--- src/hw/rtl/iir_df2_pkg.sv ---
// ----------------------------------------------------------------------------
// iir_df2_pkg
// Shared types and fixed-point constants of the Direct Form II IIR filter.
// ----------------------------------------------------------------------------
`default_nettype none

package iir_df2_pkg;

  localparam int SAMPLE_W  = 16;
  localparam int COEF_W    = 24;
  localparam int DL_W      = 32;
  localparam int PROD_W    = COEF_W + DL_W;
  localparam int ACC_W     = 60;
  localparam int NUM_REGS  = 7;
  localparam int CFG_IDX_W = 3;

  localparam int X_SHIFT = 29;
  localparam int W_SHIFT = 20;
  localparam int Y_SHIFT = 29;

  // register indexes
  localparam logic [CFG_IDX_W-1:0] REG_B0 = 3'd0;
  localparam logic [CFG_IDX_W-1:0] REG_B1 = 3'd1;
  localparam logic [CFG_IDX_W-1:0] REG_A1 = 3'd4;

  localparam logic [COEF_W-1:0] B0_RESET = 24'h100000;

  typedef enum logic [2:0] {
    ST_IDLE,
    ST_MAC,
    ST_WUPD,
    ST_BMUL,
    ST_BACC,
    ST_OUT
  } iir_df2_state_e;

  typedef struct packed {
    logic load;
    logic mac;
    logic wupd;
    logic bmul;
    logic yout;
  } iir_df2_cmd_t;

endpackage

`default_nettype wire

--- src/hw/rtl/iir_direct_form_two_filter_core.sv ---
// ----------------------------------------------------------------------------
// iir_direct_form_two_filter_core
// Direct Form II IIR filter, order ORDER (1 to 3), streaming in and out.
// ----------------------------------------------------------------------------
// One item is processed at a time: the single shared 24x32 multiplier takes
// one feedback and one feedforward product per tap, then b0*w, with rounding
// and saturation on w and on y. The result sits in an output register, so a
// new item is taken while it waits; the block only stalls if a second result
// is ready before the first is taken. Coefficients are Q4.20, samples Q1.15,
// the delay line Q8.24; reset clears the delay line and loads b0 = 1.0, all
// else 0.
`default_nettype none

module iir_direct_form_two_filter_core #(
  parameter int ORDER = 3
) (
  input  wire                                 clk_i,
  input  wire                                 rst_ni,
  input  wire                                 s_axis_tvalid,
  output logic                                s_axis_tready,
  input  wire [iir_df2_pkg::SAMPLE_W-1:0]     s_axis_tdata,   // [15:0] sample_in
  input  wire                                 s_axis_tlast,   // end_of_block
  output logic                                m_axis_tvalid,
  input  wire                                 m_axis_tready,
  output logic [iir_df2_pkg::SAMPLE_W-1:0]    m_axis_tdata,   // [15:0] filtered_out
  output logic                                m_axis_tlast,   // block_last
  input  wire                                 cfg_we_i,
  input  wire [iir_df2_pkg::CFG_IDX_W-1:0]    cfg_idx_i,
  input  wire [iir_df2_pkg::COEF_W-1:0]       cfg_data_i
);
  import iir_df2_pkg::*;

  localparam int CNT_W = (2 * ORDER > 1) ? $clog2(2 * ORDER) : 1;

  iir_df2_cmd_t              cmd;
  logic [CNT_W-1:0]          mac_idx;
  logic signed [SAMPLE_W-1:0] filtered;

  iir_df2_ctrl #(
    .ORDER(ORDER)
  ) u_ctrl (
    .clk_i       (clk_i),
    .rst_ni      (rst_ni),
    .in_valid_i  (s_axis_tvalid),
    .in_ready_o  (s_axis_tready),
    .out_valid_o (m_axis_tvalid),
    .out_ready_i (m_axis_tready),
    .cmd_o       (cmd),
    .mac_idx_o   (mac_idx)
  );

  iir_df2_dp #(
    .ORDER(ORDER)
  ) u_dp (
    .clk_i      (clk_i),
    .rst_ni     (rst_ni),
    .cmd_i      (cmd),
    .mac_idx_i  (mac_idx),
    .cfg_we_i   (cfg_we_i),
    .cfg_idx_i  (cfg_idx_i),
    .cfg_data_i (cfg_data_i),
    .sample_i   ($signed(s_axis_tdata)),
    .last_i     (s_axis_tlast),
    .filtered_o (filtered),
    .last_o     (m_axis_tlast)
  );

  assign m_axis_tdata = filtered;

endmodule

`default_nettype wire

--- src/hw/rtl/iir_df2_ctrl.sv ---
// ----------------------------------------------------------------------------
// iir_df2_ctrl
// Sequencer: steps the shared multiplier through the taps and runs the
// output handshake.
// ----------------------------------------------------------------------------
`default_nettype none

module iir_df2_ctrl #(
  parameter int ORDER = 3
) (
  input  wire                       clk_i,
  input  wire                       rst_ni,
  input  wire                       in_valid_i,
  output logic                      in_ready_o,
  output logic                      out_valid_o,
  input  wire                       out_ready_i,
  output iir_df2_pkg::iir_df2_cmd_t cmd_o,
  output logic [((2*ORDER > 1) ? $clog2(2*ORDER) : 1)-1:0] mac_idx_o
);
  import iir_df2_pkg::*;

  localparam int STEPS = 2 * ORDER;
  localparam int CNT_W = (STEPS > 1) ? $clog2(STEPS) : 1;

  iir_df2_state_e state_q, state_d;
  logic [CNT_W-1:0] cnt_q, cnt_d;
  logic             out_valid_q, out_valid_d;

  always_ff @(posedge clk_i or negedge rst_ni) begin
    if (!rst_ni) begin
      state_q     <= ST_IDLE;
      cnt_q       <= '0;
      out_valid_q <= 1'b0;
    end else begin
      state_q     <= state_d;
      cnt_q       <= cnt_d;
      out_valid_q <= out_valid_d;
    end
  end

  always_comb begin
    state_d     = state_q;
    cnt_d       = cnt_q;
    cmd_o       = '0;
    in_ready_o  = 1'b0;
    out_valid_d = out_valid_q && !out_ready_i;
    unique case (state_q)
      ST_IDLE: begin
        in_ready_o = 1'b1;
        if (in_valid_i) begin
          cmd_o.load = 1'b1;
          cnt_d      = '0;
          state_d    = ST_MAC;
        end
      end
      ST_MAC: begin
        cmd_o.mac = 1'b1;
        cnt_d     = cnt_q + CNT_W'(1);
        if (cnt_q == CNT_W'(STEPS - 1)) begin
          cnt_d   = '0;
          state_d = ST_WUPD;
        end
      end
      ST_WUPD: begin
        cmd_o.wupd = 1'b1;
        state_d    = ST_BMUL;
      end
      ST_BMUL: begin
        cmd_o.bmul = 1'b1;
        state_d    = ST_BACC;
      end
      ST_BACC: begin
        state_d = ST_OUT;
      end
      ST_OUT: begin
        if (!out_valid_q || out_ready_i) begin
          cmd_o.yout  = 1'b1;
          out_valid_d = 1'b1;
          state_d     = ST_IDLE;
        end
      end
      default: begin
        state_d = ST_IDLE;
      end
    endcase
  end

  assign out_valid_o = out_valid_q;
  assign mac_idx_o   = cnt_q;

endmodule

`default_nettype wire

--- src/hw/rtl/iir_df2_dp.sv ---
// ----------------------------------------------------------------------------
// iir_df2_dp
// Datapath: coefficient registers, delay line, one shared 24x32 multiplier,
// two accumulators, rounding and saturation, output register.
// ----------------------------------------------------------------------------
`default_nettype none

module iir_df2_dp #(
  parameter int ORDER = 3
) (
  input  wire                                       clk_i,
  input  wire                                       rst_ni,
  input  iir_df2_pkg::iir_df2_cmd_t                 cmd_i,
  input  wire [((2*ORDER > 1) ? $clog2(2*ORDER) : 1)-1:0] mac_idx_i,
  input  wire                                       cfg_we_i,
  input  wire [iir_df2_pkg::CFG_IDX_W-1:0]          cfg_idx_i,
  input  wire [iir_df2_pkg::COEF_W-1:0]             cfg_data_i,
  input  wire signed [iir_df2_pkg::SAMPLE_W-1:0]    sample_i,
  input  wire                                       last_i,
  output logic signed [iir_df2_pkg::SAMPLE_W-1:0]   filtered_o,
  output logic                                      last_o
);
  import iir_df2_pkg::*;

  localparam int CNT_W = (2 * ORDER > 1) ? $clog2(2 * ORDER) : 1;
  localparam int TAP_W = (ORDER > 1) ? $clog2(ORDER) : 1;

  logic [COEF_W-1:0]        coef_q [NUM_REGS];
  logic signed [DL_W-1:0]   dl_q   [ORDER];

  logic [TAP_W-1:0]         tap;
  logic [CFG_IDX_W-1:0]     coef_sel;
  logic signed [COEF_W-1:0] coef_op;
  logic signed [DL_W-1:0]   data_op;
  logic signed [PROD_W-1:0] prod_q, prod_d;
  logic                     prod_vld_q;
  logic                     prod_sub_q;

  logic signed [ACC_W-1:0]  wacc_q, yacc_q;
  logic signed [ACC_W-1:0]  wsum, wsh, ysum, ysh;
  logic signed [DL_W-1:0]   w_sat;
  logic signed [SAMPLE_W-1:0] y_sat;
  logic                     w_ovf, y_ovf;

  logic                     last_in_q;
  logic signed [SAMPLE_W-1:0] filtered_q;
  logic                     last_q;

  // config registers
  always_ff @(posedge clk_i or negedge rst_ni) begin
    if (!rst_ni) begin
      for (int i = 0; i < NUM_REGS; i++) begin
        coef_q[i] <= '0;
      end
      coef_q[REG_B0] <= B0_RESET;
    end else if (cfg_we_i && (cfg_idx_i < CFG_IDX_W'(NUM_REGS))) begin
      coef_q[cfg_idx_i] <= cfg_data_i;
    end
  end

  // operand selection: even steps feedback, odd steps feedforward
  always_comb begin
    tap      = TAP_W'(mac_idx_i >> 1);
    coef_sel = mac_idx_i[0] ? (REG_B1 + CFG_IDX_W'(tap)) : (REG_A1 + CFG_IDX_W'(tap));
    if (cmd_i.bmul) begin
      coef_op = coef_q[REG_B0];
      data_op = dl_q[0];
    end else begin
      coef_op = coef_q[coef_sel];
      data_op = dl_q[tap];
    end
    prod_d = coef_op * data_op;
  end

  always_ff @(posedge clk_i or negedge rst_ni) begin
    if (!rst_ni) begin
      prod_vld_q <= 1'b0;
    end else begin
      prod_vld_q <= cmd_i.mac || cmd_i.bmul;
    end
  end

  always_ff @(posedge clk_i) begin
    prod_q     <= prod_d;
    prod_sub_q <= cmd_i.mac && !mac_idx_i[0];
  end

  // accumulators
  always_ff @(posedge clk_i) begin
    if (cmd_i.load) begin
      wacc_q    <= ACC_W'(sample_i) <<< X_SHIFT;
      yacc_q    <= '0;
      last_in_q <= last_i;
    end else if (prod_vld_q) begin
      if (prod_sub_q) begin
        wacc_q <= wacc_q - ACC_W'(prod_q);
      end else begin
        yacc_q <= yacc_q + ACC_W'(prod_q);
      end
    end
  end

  // w: round half up, saturate to delay-line range
  always_comb begin
    wsum  = wacc_q + (ACC_W'(1) <<< (W_SHIFT - 1));
    wsh   = wsum >>> W_SHIFT;
    w_ovf = !((&wsh[ACC_W-1:DL_W-1]) || !(|wsh[ACC_W-1:DL_W-1]));
    if (w_ovf) begin
      w_sat = wsh[ACC_W-1] ? {1'b1, {(DL_W-1){1'b0}}} : {1'b0, {(DL_W-1){1'b1}}};
    end else begin
      w_sat = wsh[DL_W-1:0];
    end
  end

  // y: round half up, saturate to 16 bits
  always_comb begin
    ysum  = yacc_q + (ACC_W'(1) <<< (Y_SHIFT - 1));
    ysh   = ysum >>> Y_SHIFT;
    y_ovf = !((&ysh[ACC_W-1:SAMPLE_W-1]) || !(|ysh[ACC_W-1:SAMPLE_W-1]));
    if (y_ovf) begin
      y_sat = ysh[ACC_W-1] ? {1'b1, {(SAMPLE_W-1){1'b0}}} : {1'b0, {(SAMPLE_W-1){1'b1}}};
    end else begin
      y_sat = ysh[SAMPLE_W-1:0];
    end
  end

  // delay line
  always_ff @(posedge clk_i or negedge rst_ni) begin
    if (!rst_ni) begin
      for (int i = 0; i < ORDER; i++) begin
        dl_q[i] <= '0;
      end
    end else if (cmd_i.wupd) begin
      for (int i = ORDER - 1; i >= 1; i--) begin
        dl_q[i] <= dl_q[i-1];
      end
      dl_q[0] <= w_sat;
    end
  end

  always_ff @(posedge clk_i) begin
    if (cmd_i.yout) begin
      filtered_q <= y_sat;
      last_q     <= last_in_q;
    end
  end

  assign filtered_o = filtered_q;
  assign last_o     = last_q;

endmodule

`default_nettype wire

--- config.mk ---
export PLATFORM = sky130hd
export DESIGN_NAME = iir_direct_form_two_filter_core
export DESIGN_NICKNAME = d
export VERILOG_FILES = /design/src/hw/rtl/iir_df2_pkg.sv /design/src/hw/rtl/iir_direct_form_two_filter_core.sv /design/src/hw/rtl/iir_df2_ctrl.sv /design/src/hw/rtl/iir_df2_dp.sv
export SDC_FILE = /design/constraint.sdc
export NUM_CORES = 2
export LEC_CHECK = 0
export BUFFER_PORTS_ARGS = -buffer_cell sky130_fd_sc_hd__buf_4
export CORE_ASPECT_RATIO = 0.7
export CORE_MARGIN = 8
export CORE_UTILIZATION = 30
export DETAILED_ROUTE_END_ITERATION = 10
export PLACE_DENSITY = 0.49
export SLEW_MARGIN = 40
export SYNTH_ARGS = -nofsm -noshare
export SYNTH_HDL_FRONTEND = slang
export SYNTH_SLANG_ARGS = --single-unit
--- constraint.sdc ---
create_clock -name clk_i -period 11.25 [get_ports clk_i]
set_input_delay 1.125 -clock clk_i [delete_from_list [all_inputs] [get_ports clk_i]]
set_output_delay 1.125 -clock clk_i [all_outputs]
set_load 0.1 [all_outputs]
After elaboration in Yosys (flattened, before gate mapping)

Index checks and enable logic that the tools add are counted.

Equality and inequality tests: 9
Bitwise gates (word level): 4
Div/mod/pow operators: 0
$lt $le $gt $ge: 5
Mux-type cells: 36
Add/subtract/negate cells: 7
Multipliers: 1
Reduce and logical (&&, ||, !) cells: 26
Shifts and indexed selects: 0

Operators by type and width:

| kind                                                              | count |
|---|---|
| 60-bit 2-to-1 mux                                                 | 3 |
| 168-bit bitwise mux                                               | 1 |
| 32-bit 2-to-1 mux                                                 | 5 |
| 24-bit 2-to-1 mux                                                 | 4 |
| 24-bit binary-select mux with 3-bit select                        | 1 |
| 24-bit demux with 3-bit select                                    | 1 |
| 32-bit binary-select mux with 2-bit select                        | 1 |
| 60-bit by 21-bit adder with 60-bit output (second input constant) | 1 |
| 60-bit by 30-bit adder with 60-bit output (second input constant) | 1 |
| 60-bit by 56-bit adder with 60-bit output                         | 1 |
| 60-bit by 56-bit subtractor with 60-bit output                    | 1 |
| 24-bit by 32-bit multiplier with 56-bit output                    | 1 |
| 16-bit 2-to-1 mux                                                 | 2 |
| 3-bit 2-to-1 mux                                                  | 6 |
| 3-bit one-hot mux with 6 select lines                             | 1 |
| 16-bit AND reduction                                              | 1 |
| 16-bit OR reduction                                               | 1 |
| 1-bit 2-to-1 mux                                                  | 10 |
| 3-bit equality test (second input constant)                       | 3 |
| 9-bit AND reduction                                               | 1 |
| 9-bit OR reduction                                                | 1 |
| 4-bit greater-or-equal comparator (second input constant)         | 2 |
| 3-bit NOT with 4-bit output                                       | 2 |
| 2-bit AND reduction                                               | 4 |
| 19 further kinds                                                  | 33 |

RAM bits: 0
Memory bits (read-only): 0
Latch bits: 0
Flip-flop bits (word level): 467
Memories: 0
Bits of input ports: 49

Logic depth before layout (Yosys ltp)

Depth after elaboration: 8
Depth in mapped cells: 38

By module

From an unflattened synthesis, not the netlist that was laid out.

Cells, all modules: 5766
Area total of the unflattened synthesis: 53400.0 um^2

By module, submodules not included:

| module       | sequential area each (um^2) | cells each | times used | area each (um^2) |
|---|---|---|---|---|
| iir_df2_dp   | 11026.8                     | 5722       | 1          | 52979.6 |
| iir_df2_ctrl | 175.2                       | 44         | 1          | 420.4 |

Worst setup path before layout

Ideal clock, no wire load.

Kind: register to register
Start point: register u_ctrl.cnt_q[1] (netlist: u_ctrl.mac_idx_o[1])
End point: register u_dp.prod_q[54]
Arrival: 8.973 ns
Required time: 11.127 ns
Slack: 2.153 ns
Buffers on the path: 5
Stages on the path, launching flop included: 35
Period minus slack after synthesis: 9.097 ns
Cell sequence: dfrtp_1 -> inv_1 -> ha_1 -> buf_2 -> buf_1 -> clkbuf_1 -> clkbuf_1 -> nand2_1 -> o211ai_1 -> o21ai_0 -> o21ai_1 -> clkbuf_1 -> nand2_1 -> fa_1 -> inv_1 -> fa_1 -> fa_1 -> fa_1 -> fa_1 -> fa_1 -> inv_1 -> fa_1 -> inv_1 -> ha_1 -> a21o_1 -> a21o_1 -> a211oi_1 -> o21a_1 -> a31oi_1 -> a41o_2 -> a2111oi_4 -> o21ai_1 -> a2111oi_0 -> o21bai_1 -> xor2_1

Longest elaborated chain between the ends: 8
Elaborated cells on any way between the ends: 14

Ends and longest elaborated chain:

| element                                                                                          | line               | text |
|---|---|---|
| from (decl)                                                                                      | iir_df2_ctrl.sv:26 | `logic [CNT_W-1:0] cnt_q, cnt_d;` |
| from (signal assigned)                                                                           | iir_df2_ctrl.sv:36 | `cnt_q <= cnt_d;` |
| 3-bit by 2-bit adder with 3-bit output or 1-bit by 2-bit adder with 3-bit output (tied branches) | iir_df2_dp.sv:64   | `coef_sel = mac_idx_i[0] ? (REG_B1 + CFG_IDX_W'(tap)) : (REG_A1 + CFG_IDX_W'(tap));` |
| 3-bit 2-to-1 mux                                                                                 | iir_df2_dp.sv:64   |  |
| 3-bit NOT with 4-bit output (implied by the code)                                                | iir_df2_dp.sv:69   | `coef_op = coef_q[coef_sel];` |
| 24-bit binary-select mux with 3-bit select                                                       | iir_df2_dp.sv:69   |  |
| 24-bit 2-to-1 mux (implied by the code) (2 in a row)                                             | iir_df2_dp.sv:69   |  |
| 24-bit 2-to-1 mux                                                                                | iir_df2_dp.sv:65   | `if (cmd_i.bmul) begin` |
| 24-bit by 32-bit multiplier with 56-bit output *                                                 | iir_df2_dp.sv:72   | `prod_d = coef_op * data_op;` |
| net u_dp.prod_d[54]                                                                              | iir_df2_dp.sv:35   | `logic signed [PROD_W-1:0] prod_q, prod_d;` |
| to (signal assigned)                                                                             | iir_df2_dp.sv:84   | `prod_q <= prod_d;` |
| to (decl)                                                                                        | iir_df2_dp.sv:35   |  |

Mark *: on every way through the listed nets, which the timed path passes. The rest lies on a longest branch. The select of a mux whose other input is x is not followed.
A chain may end at the register's enable or synchronous reset.

Worst setup path in the final report

Start point: register u_ctrl.cnt_q[2] (netlist: u_ctrl.mac_idx_o[2])
End point: register u_dp.prod_q[53]

Same word-level chain as after synthesis.

==> run summary <==
Outcome - completed
Core ar. - 176000 um^2
Final-stage net count - 6803
Synth top cells by count - inv_1, fa_1, nand2_1
Min-delay worst type - reg -> reg
Die Ht - 368 um
Reg clk slew, reported paths - 70 ps
Layout cells sized above 1 - 11.4%
RSZ-0062 raised after global routing - no
Kind of critical path - reg -> reg
Clk Latency, worst-skew pair - 650 ps
Row count - 129
Hold Buf Count CTS - 0
ANT nets after route - 0
Multi-input logic area - 37800 um^2
FF+latch count, synth - 467
HPWL Detailed - 132000 um
Crit path time final - 10070 ps
Crit-path most repeated cell - fa_1
Postcts setup bufs - 0
Pins Over Slew Limit - 0
Vias/cell - 4.99
Synth Cell Area - 53100 um^2
WP data required - 11770 ps
YS warnings - 0
Synthesis-to-layout area growth - 10.4%
CTS tree - done
Yosys cell types - 93
Max Root-Sink Buffers - 3
Worst setup SP type - flip-flop
Initial antenna violation count - 5
DR WL/cell - 20.8 um
Total track usage - 17.4%
Setup TNS - 0 ps
Ports - 68
Placer congestion estimate - 0.882
Most numerous cell in the Yosys netlist - inv_1
Post-synthesis net count - 6842
Port Buffer Count - 67
Critical Path Slowest Stage Cell - nor3b_1
Synth area leaders - fa_1, dfrtp_1, ha_1
MaxCap Viol Count - 0
Fmax - 99.3 MHz
Total clock sinks - 467
Number of global-route vias before repair - 41336
Tightest Pin Transition - 941 ps
Crit-path max FO - 19
WL final - 168000 um
Grt total ovfl - 0
Setup Viol. Count Final - 0
Ys async rst share - 58.2%
First-pass GRT wire length - 261000 um
DRC violations left - 0
Post-synthesis sequential area ratio - 21.1%
EDFF count, synth - 49
Synth Flop Type - dfrtp_1
Root Driver - clkbuf_16
Syn avg cell area - 9.26 um^2
Largest net degree at the start of global routing - 78
Gates resized, CTS repair - 0
Syn Inst Count - 5735
Fin crit share - 89.5%
DRT Pass-1 Iters - 6
Max_slew headroom - 37.2%
CP endpoint kind - flip-flop
Final Hold Vio Count - 0
H-tree depth - 2
DIE AREA - 191000 um^2
CP Data Arrival Time - 10590 ps
Total CTS buffers - 50
Initial core utilization - 30.1%
Share of the synthesized area in the top cell type - 29.6%
Storage cell area - 11200 um^2
Area leader, netlist - fa_1
FILL cells - 18299
CP max stage delay - 750 ps
Die Wd - 519 um
DRT iter0 DRCs - 3436
Via count - 40429
Clk_skew - 41.4 ps
-- metrics by stage --
stage | util (%) | hold WS [ps] | instance area (um^2) | setup slack (ps) | std cells
after floorplan | - | 400 | 53100 | 2150 | 5735
after global placement | 32.2 | 402 | 56800 | 1120 | 7997
after detailed placement | 32.3 | 405 | 56900 | 1310 | 8000
after CTS | 33.2 | 421 | 58600 | 1270 | 8090
after global routing | 33.3 | 427 | 58600 | 770 | 8093
final | 33.3 | 419 | 58600 | 1180 | 8095
-- per-layer routing --
| layer | global-route usage [%] | routed length, um | vias to the layer above | share of wire (%) |
|---|---|---|---|---|
| met5 | 0.300 | 76 | - | 0.045 |
| met4 | 2.81 | 2890 | 2 | 1.7 |
| met3 | 3.13 | 13000 | 198 | 7.7 |
| met2 | 25.7 | 70100 | 1281 | 42 |
| met1 | 26.8 | 82400 | 20571 | 49 |
| li1 | - | - | 18377 | - |
-- path summary, 6_finish.rpt --
check | startpoint | endpoint | slack [ps] | cells past startpoint
max in group asynchronous | rst_ni | u_dp.dl_q[66] | 9290 | 3
worst max register to register | u_ctrl.mac_idx_o[2] | u_dp.prod_q[53] | 1180 | 28
worst max-delay path | u_ctrl.mac_idx_o[2] | u_dp.prod_q[53] | 1180 | 28
worst min register to register | u_dp.last_in_q | u_dp.last_o | 420 | 0
min in group asynchronous | rst_ni | u_dp.coef_q[60] | 450 | 1
worst min-delay path | u_dp.last_in_q | u_dp.last_o | 420 | 0
-- logic make-up (layout without fill, tap and decap cells) --
| logic type | after synthesis | in the layout | synth area share, % |
|---|---|---|---|
| AO/OA/AOI/OAI | 928 | 928 | 11.2 |
| XOR/XNOR | 214 | 214 | 3.53 |
| AND/OR/NAND/NOR | 1615 | 1615 | 13.5 |
| other | 0 | 3 | 0 |
| buffers and inverters | 1179 | 1178 | 8.37 |
| adder cells (fa/ha/maj) | 1058 | 1058 | 36.0 |
| multiplexers | 274 | 274 | 6.30 |
| flip-flops | 467 | 467 | 21.1 |
-- worst max-delay path, delay by kind of cell (launching register included) --
| kind | cells | cell delay, ps |
|---|---|---|
| xor gates and xnor gates | 1 | 310 |
| AOI/OAI and AO/OA | 7 | 2450 |
| buffers and inverters | 4 | 670 |
| adders and majority gates | 9 | 3880 |
| muxes | 1 | 410 |
| and+or+nand+nor | 6 | 1720 |
| DFF | 1 | 440 |
-- area by class of cell --
type / count / share of cell area [%]
Multi-Input combinational cell: 4089 / 64.5
Sequential cell: 467 / 19.1
Timing Repair Buffer: 201 / 2.76
Tap cell: 2358 / 5.03
Antenna cell: 3 / 0.0128
Clock buffer: 70 / 2.49
Inverter: 887 / 5.68
Clock inverter: 20 / 0.435
-- placed cells by master (no fill, tap or decap), types with 11 or more instances in the layout --
cell         n
fa_1       785
nand3_1     74
nor3_1      37
nand2b_1    82
a22oi_1     29
a21oi_1    218
ha_1       272
dfrtp_1    269
and3_1      38
o21ai_0    184
a211oi_1    26
o31ai_1     15
nor2_1     497
nand2_1    664
and2_1      37
nand4_1     43
dfxtp_1    146
xnor2_1    140
nor2b_1     65
edfxtp_1    49
a21o_1     101
o21ai_1     48
o21a_1      49
mux2_2     243
o21bai_1    33
buf_4      189
inv_1      886
and4_1      11
mux4_2      24
clkbuf_16   52
o21ai_2     21
xor2_1      74
a31oi_1     54
a221oi_1    17
-- state kept, by name (all words and copies together) (netlist names) --
| signal | cells |
|---|---|
| u_dp.coef_q | 168 |
| u_dp.prod_vld_q | 1 |
| u_dp.last_o | 1 |
| u_ctrl.state_q | 3 |
| u_dp.prod_q | 56 |
| u_dp.dl_q | 96 |
| u_dp.last_in_q | 1 |
| u_ctrl.mac_idx_o | 3 |
| u_dp.yacc_q | 60 |
| u_dp.prod_sub_q | 1 |
| u_dp.filtered_o | 16 |
| u_dp.wacc_q | 60 |
| u_ctrl.out_valid_o | 1 |
Power is left out: the tool's default activity adds up to more than one toggle a clock period on the data nets, which glitch-free logic cannot reach.
